[src/rtl/tun_pkg.sv]
package tun_pkg;

  localparam int CoordWidth = 16;
  localparam int NormFrac   = 15;
  localparam int NormWidth  = NormFrac + 1;

  localparam int EdgeWidth  = CoordWidth + 1;
  localparam int EdgeLimit  = 30;
  localparam int EdgeSWidth = (EdgeWidth > EdgeLimit + 1) ? EdgeLimit + 1 : EdgeWidth;
  localparam int EShWidth   = $clog2(EdgeWidth + 1);

  localparam int ProdWidth  = 2 * EdgeSWidth;
  localparam int CrossWidth = ProdWidth + 1;
  localparam int CMagWidth  = ProdWidth;
  localparam int ScaleLimit = 31;
  localparam int ShWidth    = $clog2(CMagWidth + 1);
  localparam int MagWidth   = (CMagWidth > ScaleLimit) ? ScaleLimit : CMagWidth;

  localparam int SumWidth   = 2 * MagWidth + 2;
  localparam int SqrtSteps  = MagWidth + 1;
  localparam int RootWidth  = MagWidth + 1;
  localparam int QuotWidth  = NormFrac + 1;
  localparam int DivWidth   = MagWidth + NormFrac + 1;

  typedef struct packed {
    logic signed [CoordWidth-1:0] a_x;
    logic signed [CoordWidth-1:0] a_y;
    logic signed [CoordWidth-1:0] a_z;
    logic signed [CoordWidth-1:0] b_x;
    logic signed [CoordWidth-1:0] b_y;
    logic signed [CoordWidth-1:0] b_z;
    logic signed [CoordWidth-1:0] c_x;
    logic signed [CoordWidth-1:0] c_y;
    logic signed [CoordWidth-1:0] c_z;
  } tri_t;

  typedef struct packed {
    logic signed [NormWidth-1:0] normal_x;
    logic signed [NormWidth-1:0] normal_y;
    logic signed [NormWidth-1:0] normal_z;
    logic                        degenerate;
  } normal_t;

  typedef struct packed {
    logic [2:0][MagWidth-1:0] mag;
    logic [2:0]               neg;
    logic                     degen;
  } side_t;

  typedef struct packed {
    logic [SumWidth-1:0] x;
    logic [SumWidth-1:0] res;
  } sqrt_t;

  typedef struct packed {
    logic [2:0][DivWidth-1:0]  rem;
    logic [2:0][QuotWidth-1:0] quo;
    logic [RootWidth-1:0]      len;
  } div_t;

endpackage

[src/rtl/tun_div_cell.sv]
module tun_div_cell #(
  parameter int Bit = 0
) (
  input  logic           clk_i,
  input  logic           rst_ni,
  input  logic           en_i,
  input  logic           valid_i,
  input  tun_pkg::side_t side_i,
  input  tun_pkg::div_t  data_i,
  output logic           valid_o,
  output tun_pkg::side_t side_o,
  output tun_pkg::div_t  data_o
);
  import tun_pkg::*;

  logic [DivWidth-1:0] sub;
  div_t                data_d;
  div_t                data_q;
  side_t               side_q;
  logic                valid_q;

  always_comb begin
    sub    = DivWidth'(data_i.len) << Bit;
    data_d = data_i;
    for (int i = 0; i < 3; i++) begin
      if (data_i.rem[i] >= sub) begin
        data_d.rem[i]      = data_i.rem[i] - sub;
        data_d.quo[i][Bit] = 1'b1;
      end
    end
  end

  always_ff @(posedge clk_i or negedge rst_ni) begin
    if (!rst_ni) begin
      valid_q <= 1'b0;
    end else if (en_i) begin
      valid_q <= valid_i;
    end
  end

  always_ff @(posedge clk_i) begin
    if (en_i) begin
      data_q <= data_d;
      side_q <= side_i;
    end
  end

  assign valid_o = valid_q;
  assign side_o  = side_q;
  assign data_o  = data_q;

endmodule

[config.mk]
export PLATFORM = sky130hd
export DESIGN_NAME = tun_div_cell
export DESIGN_NICKNAME = d
export VERILOG_FILES = /design/src/rtl/tun_pkg.sv /design/src/rtl/tun_div_cell.sv
export SDC_FILE = /design/constraint.sdc
export NUM_CORES = 1
export LEC_CHECK = 0
export ABC_AREA = 1
export BUFFER_PORTS_ARGS = -buffer_cell sky130_fd_sc_hd__buf_2
export CAP_MARGIN = 40
export CORE_AREA = 2 2 247 249
export DETAILED_ROUTE_END_ITERATION = 8
export DIE_AREA = 0 0 249 251
export PLACE_DENSITY = 0.72
export SYNTH_ARGS = -nofsm -noshare
export SYNTH_HDL_FRONTEND = slang
export SYNTH_SLANG_ARGS = --single-unit
[constraint.sdc]
create_clock -name clk_i -period 0.8 [get_ports clk_i]
set_input_delay 0.12 -clock clk_i [delete_from_list [all_inputs] [get_ports clk_i]]
set_output_delay 0.12 -clock clk_i [all_outputs]
set_load 0.01 [all_outputs]
Word-level counts from Yosys, hierarchy flattened
Index checks and enable logic that the tools add are counted.

cells by class
  mux-type cells = 3
  $lt $le $gt $ge = 3
  add/subtract/negate cells = 3

operators with widths
  kind                                                            number
  47-bit by 32-bit greater-or-equal comparator with 1-bit output  3
  47-bit two-way mux                                              3
  47-bit by 32-bit subtractor with 47-bit output                  3

storage, ports and cells
  bits in registers = 319
  input bits = 322
  logic and storage cells = 25
  output and inout bits = 319

Longest topological paths before layout
Gate-level depths: netlist of run 1.

  word-level depth = 2
  mapped depth = 17

Least setup slack after synthesis of run 1
No wires, ideal clock.

  kind = input to register
  start point = input data_i[127] in the netlist's numbering
  end point = register data_q (netlist bit data_o[159]), data pin
  setup time = 0.249 ns
  data arrival time = 1.655 ns
  stages = 14
  data required time = 0.551 ns
  path slack = -1.104 ns
  path through = inv_1 -> ha_1 -> inv_1 -> fa_1 -> nand3_1 -> nand3_1 -> a21oi_1 -> o21ai_0 -> nand2_1 -> nand2_1 -> nand2_1 -> nand2_1 -> nand2_1 -> inv_1

RTL lines
  what                    RTL line            text
  start: declaration      tun_div_cell.sv:9   input tun_pkg::div_t data_i,
  end signal: assignment  tun_div_cell.sv:43  data_q <= data_d;
  end: declaration        tun_div_cell.sv:18  div_t data_q;

==> results.toml, run 1 <==
[pwr]
p_leak_nw = 20.4
internal_power_mw = 40.3
irDropWorstVdd_v = 0.00162
p_sw_share_pct = 33.6
pwr-share-clk_pct = 29.0
combPwrFrac_pct = 35.8
power_mw = 60.7
seqPwrFrac_pct = 35.2
p_switching_mw = 20.4
power_density_mw_per_mm2 = 1490

[setup_path]
path_max_fanout = 7
critPathArrivalTime_ns = 2.16
regToRegStartpoint = "valid_o"
crit_required_ns = 1.11
r2r_end = "valid_o"
reg2reg_depth = 1
reg2reg_slack_ns = 0.02
worst-setup-path-type = "in2reg"
start_kind = "primary input"
worstSetupEndpointType = "flop"

[logic_synthesis]
syn_nets = 3583
ys_ff_latch = 319
synth_area_leaders = "edfxtp_1, nand2_1, inv_1"
yosysTopAreaCell = "edfxtp_1"
syn_inst = 3162
synth-main-ff-cell = "edfxtp_1"
yosysMostFrequentCell = "nand2_1"
synth_edf_count = 318
synth_top_area_share_pct = 42.5
async_reset_ff_share_pct = 0.313
mappedNetlistArea_mm2 = 0.0225
synth_area_per_cell_um2 = 7.10
yosys-top-cells-count = "nand2_1, inv_1, edfxtp_1"
ys_types = 37
synth_sequential_area_ratio_pct = 42.6
synth_warnings = 0

[global_routing]
grt_pass1_vias = 26737
grt_antenna_before_repair = 17
grt_pass1_wl_um = 160000
use_met2_pct = 59.4
grtUsageMet1_pct = 39.6
grt-busiest-layer = "met2"
grt-ovfl-total = 0
met3_usage_pct = 6.85
grt_max_degree = 28
grt_usage_pct = 34.2

[sta]
grt_setup_unrepaired = "yes"
max_freq_mhz = 539
setup_slack_ns = -1.06
setup_viol = 468
clock_skew_ns = 0
post-route-period-util_pct = 232
slew_viol_final = 0
hold_viol = 0
fin_crit_ns = 1.86
worst_pin_slew_ns = 0.367
relSlewSlack_pct = 75.5

[run_status]
violations = "negative setup slack"
outcome = "finished with violations"

[placed_design]
place_area_mm2 = 0.0314
gp_congestion = 0.981
io_buffers = 640
dpl_worst_slack_ns = -1.73
dp_cells = 5155
hpwlAfterDp_um = 85100

[detailed_routing]
viasPerCell = 5.00
antenna_left = 0
routedWlPerCell_um = 21.0
wl_um = 118000
first_pass_iters = 6
drc = 0
vias = 28191
first_iter_violations = 2289

[cells_and_area]
fillers = 4448
drive_gt1_share_pct = 45.4
final_core_util_pct = 68.2
final_cell_area_mm2 = 0.0408
final_cells = 5634
syn_to_final_growth_pct = 81.6
nets = 5231

[hold_path]
min_path_cells = 2
hold_end = "data_o[54]"
holdCritPathClass = "in2reg"
min-delay-start = "en_i"

[die]
coreArea_mm2 = 0.0598
ios = 641
floorplan.initialDensity_pct = 37.6
fp.dieW_um = 249
die-area_mm2 = 0.0625
rows = 90
die_y_um = 251

[clock_network]
clkTransAtPathRegs_ns = 0.06
cts_tree = "done"
cts_buffer_depth = 3
cts-root-buf = "clkbuf_16"
clock_latency_ns = 0.57
h-tree-depth = 2
cts_sinks = 319
numCtsBuffers = 37

[run]
drv_cap = 0
-- worst max-delay path, cell delays in order --
cell,delay [ns]
buf_8,0.08
clkinvlp_4,0.10
buf_12,0.15
buf_6,0.12
ha_4,0.31
nand2_4,0.08
nor2_4,0.13
inv_2,0.07
nor2_4,0.10
nand2_2,0.09
nor2_2,0.12
nand2_2,0.08
nand3_2,0.09
nor2_4,0.05
buf_12,0.16
clkbuf_16,0.17
nand2_2,0.06
nand2_1,0.07
-- layout by cell type, fill, tap and decap left out, drive strengths merged, types with 5 or more instances in the layout --
| master | n |
|---|---|
| a21oi | 85 |
| and2 | 9 |
| buf | 1333 |
| clkbuf | 55 |
| clkinv | 16 |
| clkinvlp | 19 |
| diode | 13 |
| dlygate4sd3 | 284 |
| edfxtp | 318 |
| ha | 96 |
| inv | 624 |
| nand2 | 1402 |
| nand3 | 163 |
| nand4 | 46 |
| nor2 | 279 |
| nor3 | 24 |
| nor4 | 5 |
| or2 | 5 |
| xor2 | 57 |
-- registers in the layout (all words and copies together) (netlist names) --
name     count
data_o     221
side_o      97
valid_o      1
-- final cells by class --
class | count | area [um2] | share of cell area, %
Multi-Input combinational cell | 2185 | 13800 | 33.9
Timing Repair Buffer | 1629 | 12700 | 31.1
Sequential cell | 319 | 9570 | 23.5
Inverter | 638 | 2460 | 6.03
Tap cell | 782 | 978 | 2.40
Clock buffer | 43 | 948 | 2.33
Clock inverter | 25 | 262 | 0.641
Antenna cell | 13 | 32.5 | 0.0798
-- logic make-up after synthesis --
logic type / share of synthesized area, %
buffers and inverters: 11.7
DFF: 42.6
adders and majority gates: 5.61
AOI/OAI and AO/OA: 2.72
muxes: 0.0501
xor gates and xnor gates: 2.26
and+or+nand+nor: 35.0
-- power groups by stage --
stage	Sequential [mW]	Combinational, mW	Clock (mW)
3_3_place_gp	21.5	16.1	0
6_report	21.3	21.8	17.6
4_1_cts	21.2	18.9	17.6
3_5_place_dp	21.5	16.2	0
2_1_floorplan	22.3	6.12	0
5_1_grt	21.4	23.0	18.4
-- worst max-delay path by stage --
stage	start	slack, ns	endpoint	cells after the start
final	data_i[27]	-1.06	data_o[87]	18
after global routing	data_i[23]	-1.17	data_o[87]	17
after CTS	data_i[4]	-0.92	data_o[146]	14
after detailed placement	data_i[30]	-1.73	data_o[133]	13
after global placement	data_i[27]	-1.71	data_o[109]	15
after floorplan	data_i[1]	-1.04	data_o[209]	15
-- stage by stage --
| stage | TNS [ns] | hold WS [ns] |
|---|---|---|
| 2_1_floorplan | -145.04 | -0.176 |
| 3_3_place_gp | -270.23 | -0.105 |
| 3_5_place_dp | -272.51 | -0.104 |
| 4_1_cts | -262.72 | -0.0793 |
| 5_1_grt | -291.98 | 0.00535 |
| 6_report | -270.83 | 0.0243 |
-- timing repair --
item                                    CTS  global route
pin swaps                                69           171
setup buffers                            54            42
gates resized for setup                 318           698
cloned                                    5            15
endpoints found under the setup margin  463           468
hold endpoints to repair                286             1
hold buffers                            283             1
-- per-layer routing --
layer | routed length (um) | share of wire, % | vias to the layer above
met5 | 36 | 0.030 | -
met4 | 8800 | 7.5 | 6
met3 | 10100 | 8.6 | 452
met2 | 56200 | 48 | 1533
met1 | 43000 | 36 | 13118
li1 | - | - | 13082
Note: power is estimated with default switching activity, not from simulation.
==> inputs of run 2 (changes only) <==
==> constraint.sdc (replaced) <==
create_clock -name clk_i -period 0.8 [get_ports clk_i]
set_input_delay 0.08 -clock clk_i [delete_from_list [all_inputs] [get_ports clk_i]]
set_output_delay 0.08 -clock clk_i [all_outputs]
set_load 0.01 [all_outputs]
==> run 2 against run 1 <==
  * The run still ends with negative setup slack left
  * Total power down 0.49%
  * Critical path type unchanged
  * Cell count down 0.16%
  * Sequential power about the same
  * Largest cell class unchanged
  * Cell area down 1.3%
  * Maximum frequency up 9.4%
  * Sequential share of layout area up 0.31 points
  * Core utilization down 0.88 points
  * Sequential cell count unchanged
  * Critical endpoint is now data_o[176]
==> results.toml, run 2 (synthesis gave the netlist of run 1 again) <==
[detailed_routing]
first_iter_violations = 2397
first_pass_iters = 5
wl_um = 117000
antenna_left = 0
routedWlPerCell_um = 20.8
vias = 27983
drc = 0
viasPerCell = 4.97

[die]
die-area_mm2 = 0.0625
ios = 641
coreArea_mm2 = 0.0598
rows = 90
die_y_um = 251
fp.dieW_um = 249
floorplan.initialDensity_pct = 37.6

[sta]
max_freq_mhz = 590
hold_slack_ns = 0.0186
fin_crit_ns = 1.70
grt_setup_unrepaired = "yes"
setup_slack_ns = -0.896
post-route-period-util_pct = 212
clock_skew_ns = 0
setup_viol = 463
hold_viol = 0
relSlewSlack_pct = 74.5
slew_viol_final = 0
worst_pin_slew_ns = 0.382

[cells_and_area]
largest_reg_flops = 221
seq_area_mm2 = 0.00957
layout_commonest_cell = "nand2_1"
drive_gt1_share_pct = 44.3
nets = 5220
final_core_util_pct = 67.3
syn_to_final_growth_pct = 79.3
fillers = 4554
multi_input_area_mm2 = 0.0135
final_cell_mix = "nand2_1, buf_4, buf_2, inv_1, edfxtp_1"

[setup_path]
regToRegStartpoint = "valid_o"
crit_required_ns = 1.23
reg2reg_slack_ns = 0.03
worstSetupEndpointType = "flop"
worst-setup-path-type = "in2reg"
critPathArrivalTime_ns = 2.13
critPathLaunch = "data_i[11]"
critical_path.max_stage_delay_ns = 0.39
cp_slowest_cell = "ha_4"
crit_buf_inv = 6
r2r_end = "valid_o"
reg2reg_depth = 1
path_cells = "buf_8 > clkinvlp_4 > ha_4 > nand2_4 > nor2_4 > inv_2 > nor2_4 > buf_6 > nand4_1 > o21a_1 > nand2_4 > buf_12 > clkbuf_16 > nand2_2 > nand2_1"
path_max_fanout = 5
start_kind = "primary input"
critPathTopFamily = "buffers and inverters"

[clock_network]
h-tree-depth = 2
cts_tree = "done"
clkTransAtPathRegs_ns = 0.06
cts_buffer_depth = 3
clock_latency_ns = 0.56
numCtsBuffers = 37
cts_sinks = 319
cts-root-buf = "clkbuf_16"

[pwr]
power_density_mw_per_mm2 = 1500
seqPwrFrac_pct = 35.3
power_mw = 60.4
p_switching_mw = 20.3
irDropWorstVdd_v = 0.00129
p_leak_nw = 20.0
pwr-share-clk_pct = 29.1
combPwrFrac_pct = 35.6
internal_power_mw = 40.1
p_sw_share_pct = 33.6

[global_routing]
grt_pass1_vias = 27646
grt_usage_pct = 35.4
grt_antenna_before_repair = 19
grt-ovfl-total = 0
grt_max_degree = 52
grt_pass1_wl_um = 166000

[hold_path]
min_path_cells = 4
min-delay-start = "data_i[122]"
hold_end = "data_o[122]"
holdCritPathClass = "in2reg"

[run_status]
outcome = "finished with violations"
violations = "negative setup slack"

[placed_design]
io_buffers = 640
gp_congestion = 1.00
hpwlAfterDp_um = 85200

[run]
drv_cap = 0
## run 2: cell types whose count changed in the layout (fill, tap and decap cells not counted), moves of 8 or more
cell     previous run  this run
buf_12             51        43
nand2_1          1021      1074
nor2_1            162       154
nand2_4            94        61
nand2_2           284       263
a21oi_4            20         4
nor2_2             56        66
a21oi_2            38        51
## run 2: worst max-delay path by stage
stage / endpoint / cells past startpoint
2_1_floorplan: data_o[209] / 15
3_3_place_gp: data_o[32] / 15
3_5_place_dp: data_o[134] / 14
4_1_cts: data_o[178] / 15
5_1_grt: data_o[101] / 17
6_report: data_o[176] / 15
## run 2: final cells by class
class / count / area share [%]
clock inverter: 29 / 0.696
clock buffer: 39 / 2.32
sequential: 319 / 23.8
multi-input combinational: 2185 / 33.6
antenna: 15 / 0.0932
inverter: 638 / 6.12
tap: 782 / 2.43
timing repair buffer: 1618 / 31.0
## run 2: timing repair
| item | 4_1_cts | 5_1_grt |
|---|---|---|
| resized for setup | 541 | 372 |
| cloned | 9 | 8 |
| pin swaps | 81 | 108 |
| endpoints found under the hold margin | 286 | 0 |
| setup buffers | 71 | 19 |
| hold buffers | 287 | 0 |
| endpoints found under the setup margin | 463 | 463 |
## run 2: through the flow
stage               setup TNS (ns)  cells  cell area, um2  setup slack (ns)
floorplan                  -139.28   3162           22600             -1.00
global placement           -257.94   5155           31400             -1.62
detailed placement         -266.04   5155           31400             -1.67
CTS                        -232.96   5589           38800            -0.804
global route               -258.23   5620           40300            -0.971
finish                     -239.50   5625           40300            -0.896
## run 2: power groups by stage
stage          clock [mW]  combinational, mW  sequential, mW
2_1_floorplan           0               6.12            22.3
5_1_grt              18.3               22.8            21.4
3_5_place_dp            0               16.2            21.5
6_report             17.6               21.5            21.3
4_1_cts              17.5               19.7            21.2
3_3_place_gp            0               16.1            21.5
## run 2: routing by layer
layer,global-route usage (%),up-vias,share of wire (%)
li1,-,13053,-
met1,41.0,12943,37
met2,58.9,1529,46
met3,8.06,448,8.8
met4,23.2,10,7.9
met5,0,-,0.056
