File: src/rtl/tun_pkg.sv
package tun_pkg;

  localparam int CoordWidth = 16;
  localparam int NormFrac   = 15;
  localparam int NormWidth  = NormFrac + 1;

  localparam int EdgeWidth  = CoordWidth + 1;
  localparam int EdgeLimit  = 30;
  localparam int EdgeSWidth = (EdgeWidth > EdgeLimit + 1) ? EdgeLimit + 1 : EdgeWidth;
  localparam int EShWidth   = $clog2(EdgeWidth + 1);

  localparam int ProdWidth  = 2 * EdgeSWidth;
  localparam int CrossWidth = ProdWidth + 1;
  localparam int CMagWidth  = ProdWidth;
  localparam int ScaleLimit = 31;
  localparam int ShWidth    = $clog2(CMagWidth + 1);
  localparam int MagWidth   = (CMagWidth > ScaleLimit) ? ScaleLimit : CMagWidth;

  localparam int SumWidth   = 2 * MagWidth + 2;
  localparam int SqrtSteps  = MagWidth + 1;
  localparam int RootWidth  = MagWidth + 1;
  localparam int QuotWidth  = NormFrac + 1;
  localparam int DivWidth   = MagWidth + NormFrac + 1;

  typedef struct packed {
    logic signed [CoordWidth-1:0] a_x;
    logic signed [CoordWidth-1:0] a_y;
    logic signed [CoordWidth-1:0] a_z;
    logic signed [CoordWidth-1:0] b_x;
    logic signed [CoordWidth-1:0] b_y;
    logic signed [CoordWidth-1:0] b_z;
    logic signed [CoordWidth-1:0] c_x;
    logic signed [CoordWidth-1:0] c_y;
    logic signed [CoordWidth-1:0] c_z;
  } tri_t;

  typedef struct packed {
    logic signed [NormWidth-1:0] normal_x;
    logic signed [NormWidth-1:0] normal_y;
    logic signed [NormWidth-1:0] normal_z;
    logic                        degenerate;
  } normal_t;

  typedef struct packed {
    logic [2:0][MagWidth-1:0] mag;
    logic [2:0]               neg;
    logic                     degen;
  } side_t;

  typedef struct packed {
    logic [SumWidth-1:0] x;
    logic [SumWidth-1:0] res;
  } sqrt_t;

  typedef struct packed {
    logic [2:0][DivWidth-1:0]  rem;
    logic [2:0][QuotWidth-1:0] quo;
    logic [RootWidth-1:0]      len;
  } div_t;

endpackage

File: src/rtl/tun_sqrt_cell.sv
module tun_sqrt_cell #(
  parameter int Bit = 0
) (
  input  logic           clk_i,
  input  logic           rst_ni,
  input  logic           en_i,
  input  logic           valid_i,
  input  tun_pkg::side_t side_i,
  input  tun_pkg::sqrt_t data_i,
  output logic           valid_o,
  output tun_pkg::side_t side_o,
  output tun_pkg::sqrt_t data_o
);
  import tun_pkg::*;

  localparam logic [SumWidth:0] BitVal = (SumWidth + 1)'(1) << (2 * Bit);

  logic [SumWidth:0] trial;
  logic              take;
  sqrt_t             data_d;
  sqrt_t             data_q;
  side_t             side_q;
  logic              valid_q;

  always_comb begin
    trial = {1'b0, data_i.res} + BitVal;
    take  = {1'b0, data_i.x} >= trial;
    if (take) begin
      data_d.x   = data_i.x - trial[SumWidth-1:0];
      data_d.res = (data_i.res >> 1) + BitVal[SumWidth-1:0];
    end else begin
      data_d.x   = data_i.x;
      data_d.res = data_i.res >> 1;
    end
  end

  always_ff @(posedge clk_i or negedge rst_ni) begin
    if (!rst_ni) begin
      valid_q <= 1'b0;
    end else if (en_i) begin
      valid_q <= valid_i;
    end
  end

  always_ff @(posedge clk_i) begin
    if (en_i) begin
      data_q <= data_d;
      side_q <= side_i;
    end
  end

  assign valid_o = valid_q;
  assign side_o  = side_q;
  assign data_o  = data_q;

endmodule

File: config.mk
export PLATFORM = sky130hd
export DESIGN_NAME = tun_sqrt_cell
export DESIGN_NICKNAME = d
export VERILOG_FILES = /design/src/rtl/tun_pkg.sv /design/src/rtl/tun_sqrt_cell.sv
export SDC_FILE = /design/constraint.sdc
export NUM_CORES = 1
export LEC_CHECK = 0
export BUFFER_PORTS_ARGS = -buffer_cell sky130_fd_sc_hd__buf_2
export CAP_MARGIN = 20
export CORE_MARGIN = 5
export CORE_UTILIZATION = 35
export DETAILED_ROUTE_END_ITERATION = 16
export SLEW_MARGIN = 20
export SYNTH_ARGS = -nofsm -noshare
export SYNTH_HDL_FRONTEND = slang
export SYNTH_SLANG_ARGS = --single-unit
export TNS_END_PERCENT = 30
File: constraint.sdc
create_clock -name clk_i -period 1.3 [get_ports clk_i]
set_clock_uncertainty 0.2 [all_clocks]
set_input_delay 0.39 -clock clk_i [delete_from_list [all_inputs] [get_ports clk_i]]
set_output_delay 0.39 -clock clk_i [all_outputs]
set_load 0.005 [all_outputs]
* After elaboration in Yosys (flattened, before gate mapping)
Index checks and enable logic that the tools add are counted.
** Operators by class
- Order comparisons :: 1
- Add/sub/neg operators :: 3
- Mux-type cells :: 1
** Operator list (number)
- 2-to-1 mux 128 bit :: 1
- adder 64 x 1 -> 65 bit (second input constant) :: 1
- >= comparator 64 x 65 -> 1 bit :: 1
- adder 63 x 1 -> 64 bit (second input constant) :: 1
- subtractor 64 bit :: 1
** Storage, ports and cells
- Output and inout bits :: 226
- Bits of input ports :: 229
- Word-level logic and storage cells :: 14
- Flip-flop bits (word level) :: 226

* Logic depth before layout (Yosys ltp)
Gate-level depths: netlist (run 1).
- Depth in word-level cells :: 3
- Gate-level depth with buffers :: 27
- Gate-level depth less buffers :: 22

* Least setup slack after synthesis (run 1)
Ideal clock, no wire load.
- Path type :: input -> register
- From :: in data_i[1] (netlist bit)
- To :: reg data_q, in the netlist data_o[101], data pin
- Data arrival time :: 4.978 ns
- Stages on the path :: 26
- Setup slack :: -4.138 ns
- Data required time :: 0.840 ns
- Setup time :: 0.260 ns
- Buffers on the path :: 5
- Cell sequence :: ha_1 and3_1 and3_1 and3_1 buf_2 nand2_1 nor2_2 nand2_2 nor4_4 and2_0 buf_2 nand2_1 xor2_1 ha_1 clkbuf_1 and3_1 nand2_1 o21ai_0 a21oi_1 a31oi_1 a21oi_2 nor4_2 or2_1 buf_6 buf_6 mux2_4
** RTL lines
- start: declaration :: RTL line tun_sqrt_cell.sv:9 : input tun_pkg::sqrt_t data_i,
- end signal: assignment :: RTL line tun_sqrt_cell.sv:47 : data_q <= data_d;
- end: declaration :: RTL line tun_sqrt_cell.sv:21 : sqrt_t data_q;

==> key figures, run 1 <==
Yosys
  – Synthesized instance count: 1339
  – Number of synthesized register bits: 226
  – Most instantiated library cell after synthesis: edfxtp_1
  – Ys Warns: 0
  – Syn Std Cell Area: 14100 um^2
  – Area contributors post-synth: edfxtp_1 (48%), xnor2_1 (7.1%), ha_1 (5.8%)
  – Synth async-reset ratio: 0.00442
  – Synthesized Nets: 1635
  – Seq/Total Area, Yosys: 0.480
  – Most used flip-flop cell after synthesis: edfxtp_1
  – Number of enable flip-flop cells after synthesis: 225
  – Cell taking the most area after synthesis: edfxtp_1
  – Top cells by count, synth: edfxtp_1 (225), nand2_1 (139), xnor2_1 (115)
  – Synth top area share: 0.478
  – Synthesized area per cell: 10.5 um^2
  – Distinct cells, synth: 67

Final layout
  – Area of the multi-input gates: 8500 um^2
  – Synth-to-Final Area Change: 79.9%
  – FF/Latch Area: 6780 um^2
  – Final layout net count: 2744
  – Fillers: 3233
  – Fraction of layout cells with a size suffix above 1: 0.538

Setup path
  – Critical path class: in2reg
  – Flop2flop setup slack: 360 ps
  – Required time of the critical path: 1400 ps
  – R2R cell count: 1
  – CP Data Arrival Time: 4620 ps
  – Worst R2R Start: valid_o
  – R2r endpoint: valid_o
  – Crit. End Element: register
  – Startpoint Class: input port
  – CP max FO: 7

Drt
  – DR pass1 iterations: 5
  – Routed vias/inst: 5.15
  – Drc violations: 0
  – Vias: 15400
  – 1st-iter DRT viols: 1182
  – Antenna Nets Post-Route: 0
  – Final wirelength: 66500 um
  – Wirelength per Cell: 22.2 um

Outcome
  – Outcome: finished, violations left
  – Failing checks: setup timing

STA
  – Max-slew headroom: 0.598
  – Final WS setup: -3230 ps
  – RSZ-0062 raised after global routing: true
  – Worst hold slack: 20.8 ps
  – Fin crit share: 3.48
  – Worst-margin pin slew: 601 ps
  – Final setup violating endpoints: 354
  – Fmax: 0.221 GHz
  – Fin crit period: 4530 ps
  – Final max-slew violation count: 0
  – Final Hold Fails: 0

Global routing
  – Global-route wire length before repair: 95300 um
  – Total GRT Usage: 0.278
  – Vias in the first global route: 15800
  – Largest net degree at the start of global routing: 47
  – Overflow after GRT: 0
  – Antenna violations before repair: 6

Clock network
  – CTS tree: yes
  – Clock H-tree levels: 1
  – CTS clk-pin slew, worst paths: 60 ps
  – TritonCTS buffer count: 27
  – Max Root-Sink Buffers: 3
  – Clk sink count: 226
  – Worst-skew pair later-pin latency: 540 ps
  – Clk root buf: clkbuf_16

Floorplan
  – Die Span X: 211 um
  – Full die area: 44500 um^2
  – Die Y: 211 um
  – Initial Util: 0.355
  – Rows: 73
  – Core area: 39800 um^2
  – IO Count: 455

Min path
  – Hold Path Depth: 2
  – Worst hold endpoint: data_o[98]
  – HP Class: in2reg
  – Hold path start: data_i[98]

Power and ir drop
  – VDD IR max: 0.000918 V
  – Power Density: 989 nW/um^2
  – Pleak: 11.3 nW
  – Final Power: 25.1 mW

Place
  – # port buffers: 454
  – Placer's final routability congestion estimate: 1.01
  – Pre-CTS WS: -4070 ps
  – Hpwl dp: 50000 um

Job
  – Max Cap Viol: 0
critical path, stage by stage:
cell	delay [ps]
buf_2	120
and4_4	250
nand3_2	110
nor3_4	280
nand2b_4	110
nor2_2	180
buf_4	140
xnor2_1	180
ha_1	320
buf_4	160
a21o_1	230
nor4_2	300
o21a_2	240
o221ai_4	160
a21oi_4	210
nor4_2	70
buf_4	150
or2_4	280
buf_12	160
buf_12	140
buf_16	140
mux2_4	280
worst max-delay path by stage:
| stage | from | to | slack (ps) | cells after the start |
|---|---|---|---|---|
| floorplan | data_i[1] | data_o[101] | -3580 | 25 |
| CTS | data_i[2] | data_o[98] | -3190 | 25 |
| detailed placement | data_i[1] | data_o[76] | -4070 | 23 |
| global route | data_i[2] | data_o[92] | -3360 | 26 |
| global placement | data_i[1] | data_o[120] | -3980 | 24 |
| finish | data_i[6] | data_o[92] | -3230 | 22 |
metrics by stage:
stage | utilization | setup TNS [ps] | cell area (um^2) | std cells
after floorplan | - | -444980 | 14200 | 1339
final | 0.638 | -470170 | 25400 | 2995
after detailed placement | 0.518 | -514120 | 20600 | 2736
after CTS | 0.606 | -472830 | 24100 | 2964
after global routing | 0.638 | -497050 | 25400 | 2994
after global placement | 0.518 | -502510 | 20600 | 2736
power by group:
part	leakage, nW	switching, mW	internal, mW
clock	0.425	3.12	4.54
sequential	2.21	0.241	8.89
combinational	8.62	3.95	4.38
metal layers:
metal / GRT usage / up-vias / wire length (um)
met5: 0 / - / 85
met3: 0.0550 / 152 / 4750
li1: - / 7168 / -
met2: 0.480 / 678 / 32200
met4: 0.0952 / 10 / 2710
met1: 0.348 / 7413 / 26800
sequential cells by signal, indices dropped and copies added, names as in the netlist:
register,count
valid_o,1
side_o,97
data_o,128
cell type report:
| cell class | instances | area share |
|---|---|---|
| multi-input cells | 1016 | 0.334 |
| clock buffers | 34 | 0.0284 |
| diodes | 2 | 0.000197 |
| well taps | 525 | 0.0259 |
| flip-flops and latches | 226 | 0.267 |
| clock inverters | 15 | 0.00684 |
| inverters | 23 | 0.00340 |
| repair buffers | 1154 | 0.334 |
cells in the final DEF (no fill, tap or decap), types with 8 or more instances in the layout:
cell type / netlist / final
xor2_1: 69 / 63
nand3_4: 0 / 8
and3_1: 13 / 8
buf_6: 4 / 18
buf_2: 22 / 449
nor3_2: 1 / 15
nand2_1: 139 / 107
ha_1: 66 / 53
o21ai_0: 55 / 31
a21oi_1: 89 / 68
edfxtp_1: 225 / 225
ha_4: 0 / 12
nand4_1: 63 / 63
buf_12: 0 / 20
buf_4: 0 / 501
nor2_1: 96 / 75
nor3_1: 34 / 14
buf_16: 0 / 9
a21oi_2: 1 / 17
nor4_4: 1 / 11
nand2_2: 1 / 17
nor4_1: 20 / 8
nand2_4: 0 / 16
xnor2_1: 115 / 87
nor2_4: 0 / 11
a21o_1: 29 / 29
o21ai_2: 0 / 14
dlygate4sd3_1: 0 / 150
mux2_4: 23 / 47
nand3_1: 47 / 33
xnor2_2: 0 / 28
o21ai_1: 6 / 14
o21bai_1: 15 / 15
nor2_2: 3 / 13
inv_1: 23 / 23
clkbuf_16: 0 / 29
what timing repair did:
item,CTS,global route
pin swaps,41,73
hold endpoints to repair,149,0
cloned,10,3
hold buffers,150,0
setup endpoints to repair,354,354
resized for setup,157,201
setup buffers,20,30
logic make-up (layout without fill, tap and decap cells):
kind of cell | after synthesis | after routing | synth area share
DFF | 226 | 226 | 0.480
muxes | 48 | 48 | 0.0444
AOI/OAI and AO/OA | 250 | 250 | 0.109
xor gates and xnor gates | 184 | 184 | 0.114
and+or+nand+nor | 467 | 467 | 0.163
adders and majority gates | 67 | 67 | 0.0599
buffers and inverters | 97 | 1226 | 0.0300
other | 0 | 2 | 0
(Power assumes the default switching activity.)
==> run 2, diff against run 1 <==
- ABC_AREA: not set -> 1
==> key figures, run 2 <==
STA
  – Max-slew headroom: 0.565 (-0.0327)
  – Worst-margin pin slew: 652 ps (+51.2 ps)
  – Final max-slew violation count: 0 (unchanged)
  – Final WS setup: -2270 ps (+956 ps)
  – Final setup violating endpoints: 355 (+0.28%)
  – Fin crit share: 2.75 (-0.735)
  – Fmax: 0.280 GHz (+27%)
  – Final Hold Fails: 0 (unchanged)
  – Worst hold slack: 6.08 ps (-14.7 ps)
  – RSZ-0062 raised after global routing: true
  – Fin crit period: 3570 ps (-956 ps)

Yosys
  – Seq/Total Area, Yosys: 0.378 (-0.102)
  – Synthesized instance count: 2559 (+91%)
  – Multiplexer area fraction after synthesis: 0.000628 (-0.0438)
  – Number of enable flip-flop cells after synthesis: 225 (unchanged)
  – Adder-cell share of the synthesized area: 0.0472 (-0.0127)
  – Number of synthesized register bits: 226 (unchanged)
  – Cell taking the most area after synthesis: edfxtp_1
  – Syn Std Cell Area: 17900 um^2 (+27%)
  – XOR/XNOR Fraction of Synth Area: 0.0738 (-0.0403)
  – Most used flip-flop cell after synthesis: edfxtp_1
  – Synthesized area per cell: 7.00 um^2 (-34%)
  – Top cells by count, synth: nand2_1 (1015), inv_1 (409), edfxtp_1 (225)
  – Distinct cells, synth: 34 (-49%)
  – Main combinational cell family by area after synthesis: simple AND/OR/NAND/NOR gates
  – Synth async-reset ratio: 0.00442 (unchanged)
  – Post-synthesis simple-gate area fraction: 0.372 (+0.209)
  – Most instantiated library cell after synthesis: nand2_1
  – Compound-Gate Fraction of Synth Area: 0.0151 (-0.0934)
  – Ys Warns: 0 (unchanged)
  – Area contributors post-synth: edfxtp_1 (38%), nand2_1 (21%), inv_1 (8.6%)
  – Synthesized Nets: 2855 (+75%)
  – Synth top area share: 0.377 (-0.101)

Power and ir drop
  – Internal: 17.9 mW (+0.72%)
  – Switching Share: 0.343 (+0.0523)
  – Power Density: 829 nW/um^2 (-16%)
  – VDD IR max: 0.000788 V (-14%)
  – Final Power: 27.3 mW (+8.8%)
  – Pleak: 16.8 nW (+50%)
  – Comb pwr share: 0.408 (+0.077)
  – Part of the power in registers: 0.342 (-0.022)
  – Clock share of power: 0.251 (-0.054)
  – Sw Pwr: 9.38 mW (+28%)

Final layout
  – Synth-to-Final Area Change: 84.0%
  – Final layout net count: 4244 (+55%)
  – Largest register FFs: 128 (unchanged)
  – Fraction of layout cells with a size suffix above 1: 0.478 (-0.0596)
  – Final Cell Area: 33000 um^2 (+30%)
  – Fillers: 4256 (+32%)
  – Post-Route Utilization: 0.646 (+0.00834)
  – Most frequent cells in the layout: nand2_1 (751), buf_4 (751), buf_2 (415)

Floorplan
  – Rows: 83 (+14%)
  – IO Count: 455 (unchanged)
  – Core area: 51000 um^2 (+28%)
  – Die Y: 236 um (+12%)
  – Die Span X: 236 um (+12%)
  – Initial Util: 0.351 (-0.00325)
  – Full die area: 55800 um^2 (+26%)

Min path
  – Hold path start: data_i[16]
  – HP Class: in2reg
  – Hold Path Depth: 3 (+1)
  – Worst hold endpoint: data_o[15]

Global routing
  – Largest net degree at the start of global routing: 78 (+66%)
  – Antenna violations before repair: 10 (+4)
  – Overflow after GRT: 0 (unchanged)
  – Total GRT Usage: 0.317 (+0.0388)
  – Vias in the first global route: 22100 (+39%)
  – Global-route wire length before repair: 135000 um (+41%)

Setup path
  – Worst R2R Start: valid_o
  – CP Data Arrival Time: 3680 ps (-940 ps)
  – Critical path class: in2reg
  – Startpoint Class: input port
  – Crit. End Element: register
  – Required time of the critical path: 1410 ps (about the same)
  – R2R cell count: 1 (unchanged)
  – CP max FO: 8 (+1)
  – R2r endpoint: valid_o
  – Flop2flop setup slack: 360 ps (about the same)

Clock network
  – Max Root-Sink Buffers: 3 (unchanged)
  – CTS tree: yes
  – Clk sink count: 226 (unchanged)
  – Worst-skew pair later-pin latency: 560 ps (+20 ps)
  – TritonCTS buffer count: 26 (-3.7%)
  – Clk root buf: clkbuf_16
  – CTS clk-pin slew, worst paths: 70 ps (about the same)
  – Clock H-tree levels: 1 (unchanged)

Drt
  – Drc violations: 0 (unchanged)
  – Antenna Nets Post-Route: 0 (unchanged)
  – Vias: 22700 (+47%)
  – Routed vias/inst: 4.87 (-5.4%)
  – 1st-iter DRT viols: 1780 (+51%)
  – Final wirelength: 95800 um (+44%)
  – Wirelength per Cell: 20.6 um (-7.2%)
  – DR pass1 iterations: 5 (unchanged)

Place
  – # port buffers: 454 (unchanged)
  – Pre-CTS WS: -3140 ps (+927 ps)
  – Placed inst area: 26100 um^2 (+27%)
  – Placer's final routability congestion estimate: 1.01 (+0.34%)
  – Hpwl dp: 72100 um (+44%)

Outcome
  – Failing checks: setup timing
  – Outcome: finished, violations left

Job
  – Max Cap Viol: 0 (unchanged)
[run 2: cell count changes after synthesis, moves of 44 or more]
cell	before	now
o21ai_0	55	7
inv_1	23	409
nand2_1	139	1015
clkbuf_1	44	0
a21oi_1	89	43
xor2_1	69	116
xnor2_1	115	35
nand3_1	47	194
nor2_1	96	223
[run 2: timing repair]
item / in CTS / in global routing
setup buffers: 93 / 19
endpoints found under the setup margin: 354 / 354
resized for setup: 345 / 450
cloned: 15 / 10
pin swaps: 77 / 143
endpoints found under the hold margin: 159 / 2
hold buffers: 160 / 2
[run 2: critical path, cell delays in order]
cell     delay [ps]
buf_4           120
inv_2            40
buf_4           140
nor3_4          210
nand2_2         160
nor2_4          150
buf_4           130
nand3_1          80
xor2_1          240
buf_4           200
ha_4            220
nand2_2          80
nand2_2          70
inv_1            50
nand2_1          90
nand2_1          70
nand2_1          80
nand2_1         100
nand2_2          70
nand2_2          70
nand3_2          90
nand2_4         120
buf_12          120
nand2_8          90
buf_12          190
buf_8           160
nand2_2          60
nand2_1          70
[run 2: logic make-up (layout without fill, tap and decap cells)]
group,Yosys count,count (layout)
AOI/OAI and AO/OA,53,53
xor gates and xnor gates,151,151
adders and majority gates,67,67
buffers and inverters,484,1891
DFF,226,226
muxes,1,1
other,0,4
and+or+nand+nor,1577,1577
[run 2: power groups by stage]
stage | sequential (mW) | combinational, mW | clock (mW)
after floorplan | 9.48 | 3.39 | 0
after global placement | 9.46 | 8.12 | 0
final | 9.33 | 11.1 | 6.85
after CTS | 9.32 | 9.90 | 6.94
after global routing | 9.38 | 11.9 | 7.23
after detailed placement | 9.46 | 8.18 | 0
[run 2: layer usage]
metal  global-route usage  wire length, um  vias up
met5                    0               70        -
met4                0.132             5410       10
met3               0.0566             7400      260
met2                0.550            46000     1041
met1                0.388            36900    10600
li1                     -                -    10800
[run 2: through the flow]
step / setup TNS, ps / cells
global route: -387810 / 4649
floorplan: -290930 / 2559
detailed placement: -408720 / 4313
finish: -367910 / 4650
global placement: -409010 / 4313
CTS: -357220 / 4623
[run 2: how the worst max path moves through the flow]
stage / startpoint / endpoint / slack (ps) / cells after the start
final: data_i[12] / data_o[12] / -2270 / 28
after global routing: data_i[12] / data_o[12] / -2370 / 28
after CTS: data_i[1] / data_o[14] / -2160 / 27
after detailed placement: data_i[1] / data_o[64] / -3140 / 26
after global placement: data_i[39] / data_o[16] / -3140 / 28
after floorplan: data_i[1] / data_o[108] / -2340 / 26
[run 2: final cells by class]
cell class,instances,area (um^2),area share
Timing Repair Buffer,1431,11100,0.338
Antenna cell,4,10.0,0.000304
Clock buffer,35,684,0.0208
Inverter,414,1560,0.0473
Multi-Input combinational cell,1849,11900,0.360
Tap cell,680,851,0.0258
Sequential cell,226,6780,0.206
Clock inverter,11,71.3,0.00216
==> run 3, diff against run 2 <==
- PLACE_DENSITY: not set -> 0.55
- SKIP_LAST_GASP: not set -> 1
==> key figures, run 3 (synthesis gave the netlist of run 2 again) <==
Power and ir drop
  – VDD IR max: 0.000846 V (+7.4%)
  – Pleak: 16.0 nW (-5.3%)
  – Part of the power in registers: 0.344 (+0.002)
  – Internal: 18.1 mW (+0.96%)
  – Power Density: 881 nW/um^2 (+6.2%)
  – Sw Pwr: 8.90 mW (-5.2%)
  – Comb pwr share: 0.370 (-0.038)
  – Switching Share: 0.329 (-0.0141)
  – Final Power: 27.0 mW (-1.2%)
  – Clock share of power: 0.285 (+0.034)

Setup path
  – Slowest-stage cell, CP: nand4_1
  – Worst Path Buf+Inv: 7 (-2)
  – Cell repeated most along the worst path: nand2_2
  – Crit. End Element: register
  – Required time of the critical path: 1430 ps (+20 ps)
  – CP Cell Sequence: buf_2, nand2_2, nor3_2, buf_4, nand2_2, buf_4, nor3_4, nand4_1, xor2_2, ha_4, nand2_1, nand2_2, a21oi_2, inv_1, a21oi_2, or2_2, nand3_2, nand2_4, nand2_8, buf_12, buf_8, buf_16, nand2_4, nand2_2
  – R2R cell count: 1 (unchanged)
  – Flop2flop setup slack: 360 ps (about the same)
  – CP max FO: 7 (-1)
  – Startpoint Class: input port
  – Critical path class: in2reg
  – CP top delay family: simple AND/OR/NAND/NOR gates
  – Worst R2R Start: valid_o
  – CP Data Arrival Time: 3770 ps (+90 ps)
  – Crit-path max cell delay: 340 ps (+100 ps)
  – R2r endpoint: valid_o

Drt
  – 1st-iter DRT viols: 1592 (-11%)
  – DR pass1 iterations: 5 (unchanged)
  – Wirelength per Cell: 20.3 um (-1.6%)
  – Antenna Nets Post-Route: 0 (unchanged)
  – Vias: 21900 (-3.6%)
  – Routed vias/inst: 4.77 (-2.0%)
  – Drc violations: 0 (unchanged)
  – Final wirelength: 92800 um (-3.1%)

Clock network
  – Worst-skew pair later-pin latency: 560 ps (about the same)
  – Max Root-Sink Buffers: 3 (unchanged)
  – CTS clk-pin slew, worst paths: 60 ps (about the same)
  – CTS tree: yes
  – Clock H-tree levels: 1 (unchanged)
  – TritonCTS buffer count: 27 (+3.8%)
  – Clk sink count: 226 (unchanged)
  – Clk root buf: clkbuf_16

STA
  – Fin crit period: 3650 ps (+76.2 ps)
  – RSZ-0062 raised after global routing: true
  – Final Hold Fails: 0 (unchanged)
  – Fin crit share: 2.80 (+0.0586)
  – Final setup violating endpoints: 356 (+0.28%)
  – Worst-margin pin slew: 521 ps (-131 ps)
  – Final WS setup: -2350 ps (-76.2 ps)
  – Worst hold slack: 18.8 ps (+12.7 ps)
  – Final max-slew violation count: 0 (unchanged)
  – Fmax: 0.274 GHz (-2.1%)
  – Max-slew headroom: 0.649 (+0.0837)

Floorplan
  – Die Span X: 236 um (unchanged)
  – Initial Util: 0.351 (unchanged)
  – Full die area: 55800 um^2 (unchanged)
  – IO Count: 455 (unchanged)
  – Rows: 83 (unchanged)
  – Die Y: 236 um (unchanged)
  – Core area: 51000 um^2 (unchanged)

Final layout
  – Final Cell Area: 30700 um^2 (-7.0%)
  – Synth-to-Final Area Change: 71.1%
  – Most frequent cells in the layout: nand2_1 (910), buf_4 (704), buf_2 (443)
  – FF/Latch Area: 6780 um^2 (unchanged)
  – Commonest non-fill, non-tap cell in the layout: nand2_1
  – Post-Layout Cell Count: 4578 (-1.5%)
  – Fillers: 4714 (+11%)
  – Area of the multi-input gates: 10500 um^2 (-12%)
  – Largest register FFs: 128 (unchanged)
  – Fraction of layout cells with a size suffix above 1: 0.408 (-0.0704)
  – Final layout net count: 4171 (-1.7%)

Job
  – Max Cap Viol: 0 (unchanged)

Place
  – Dpl cells: 4321 (+0.19%)
  – Placer's final routability congestion estimate: 1.06 (+4.9%)
  – # port buffers: 454 (unchanged)
  – Placed inst area: 26100 um^2 (about the same)
  – Hpwl dp: 74400 um (+3.1%)

Global routing
  – Antenna violations before repair: 9 (-1)
  – Vias in the first global route: 21900 (-0.59%)
  – Total GRT Usage: 0.318 (+0.000964)
  – Global-route wire length before repair: 135000 um (+0.41%)
  – Overflow after GRT: 0 (unchanged)
  – Largest net degree at the start of global routing: 50 (-36%)

Min path
  – HP Class: in2reg
  – Hold Path Depth: 3 (unchanged)
  – Worst hold endpoint: data_o[24]
  – Hold path start: data_i[25]

Outcome
  – Outcome: finished, violations left
  – Failing checks: setup timing
-- run 3: how the worst max path moves through the flow --
stage | from | endpoint | cells past startpoint
CTS | data_i[1] | data_o[100] | 31
floorplan | data_i[1] | data_o[108] | 26
global placement | data_i[11] | data_o[5] | 26
detailed placement | data_i[11] | data_o[5] | 26
finish | data_i[10] | data_o[80] | 24
global route | data_i[1] | data_o[89] | 27
-- run 3: metrics by stage --
step	setup WS, ps	TNS (ps)	utilization
after global routing	-2460	-396460	0.601
after detailed placement	-3150	-428160	0.513
after floorplan	-2340	-290930	-
after CTS	-2210	-365210	0.593
after global placement	-3070	-421120	0.513
final	-2350	-368670	0.601
-- run 3: power groups by stage --
stage	clock network (mW)	registers (mW)	logic, mW
2_1_floorplan	0	9.48	3.39
3_3_place_gp	0	9.43	8.21
3_5_place_dp	0	9.43	8.27
4_1_cts	7.89	9.29	9.63
5_1_grt	8.18	9.35	10.7
6_report	7.71	9.30	10.0
-- run 3: layer usage --
layer / global-route usage / share of wire / up-vias / wire length (um)
li1: - / - / 10700 / -
met1: 0.398 / 0.41 / 10200 / 37800
met2: 0.554 / 0.48 / 818 / 44900
met3: 0.0474 / 0.063 / 191 / 5820
met4: 0.122 / 0.045 / 10 / 4200
met5: 0 / 0.00072 / - / 67
-- run 3: final cells by class --
class | instances | share of cell area
Multi-Input combinational cell | 1849 | 0.341
Timing Repair Buffer | 1357 | 0.330
Sequential cell | 226 | 0.221
Inverter | 414 | 0.0508
Tap cell | 680 | 0.0277
Clock buffer | 29 | 0.0223
Clock inverter | 20 | 0.00665
Antenna cell | 3 | 0.000245
-- run 3: repair_timing --
item / CTS / global route
endpoints found under the setup margin: 354 / 356
endpoints found under the hold margin: 153 / 0
pin swaps: 56 / 45
hold buffers: 153 / 0
resized for setup: 254 / 118
buffers inserted: 33 / 11
cloned: 13 / 1
-- run 3: tightest hold or removal path, cell delays in order --
cell and delay (ps):
clkbuf_4 160, nand3_1 80, nand2_1 60
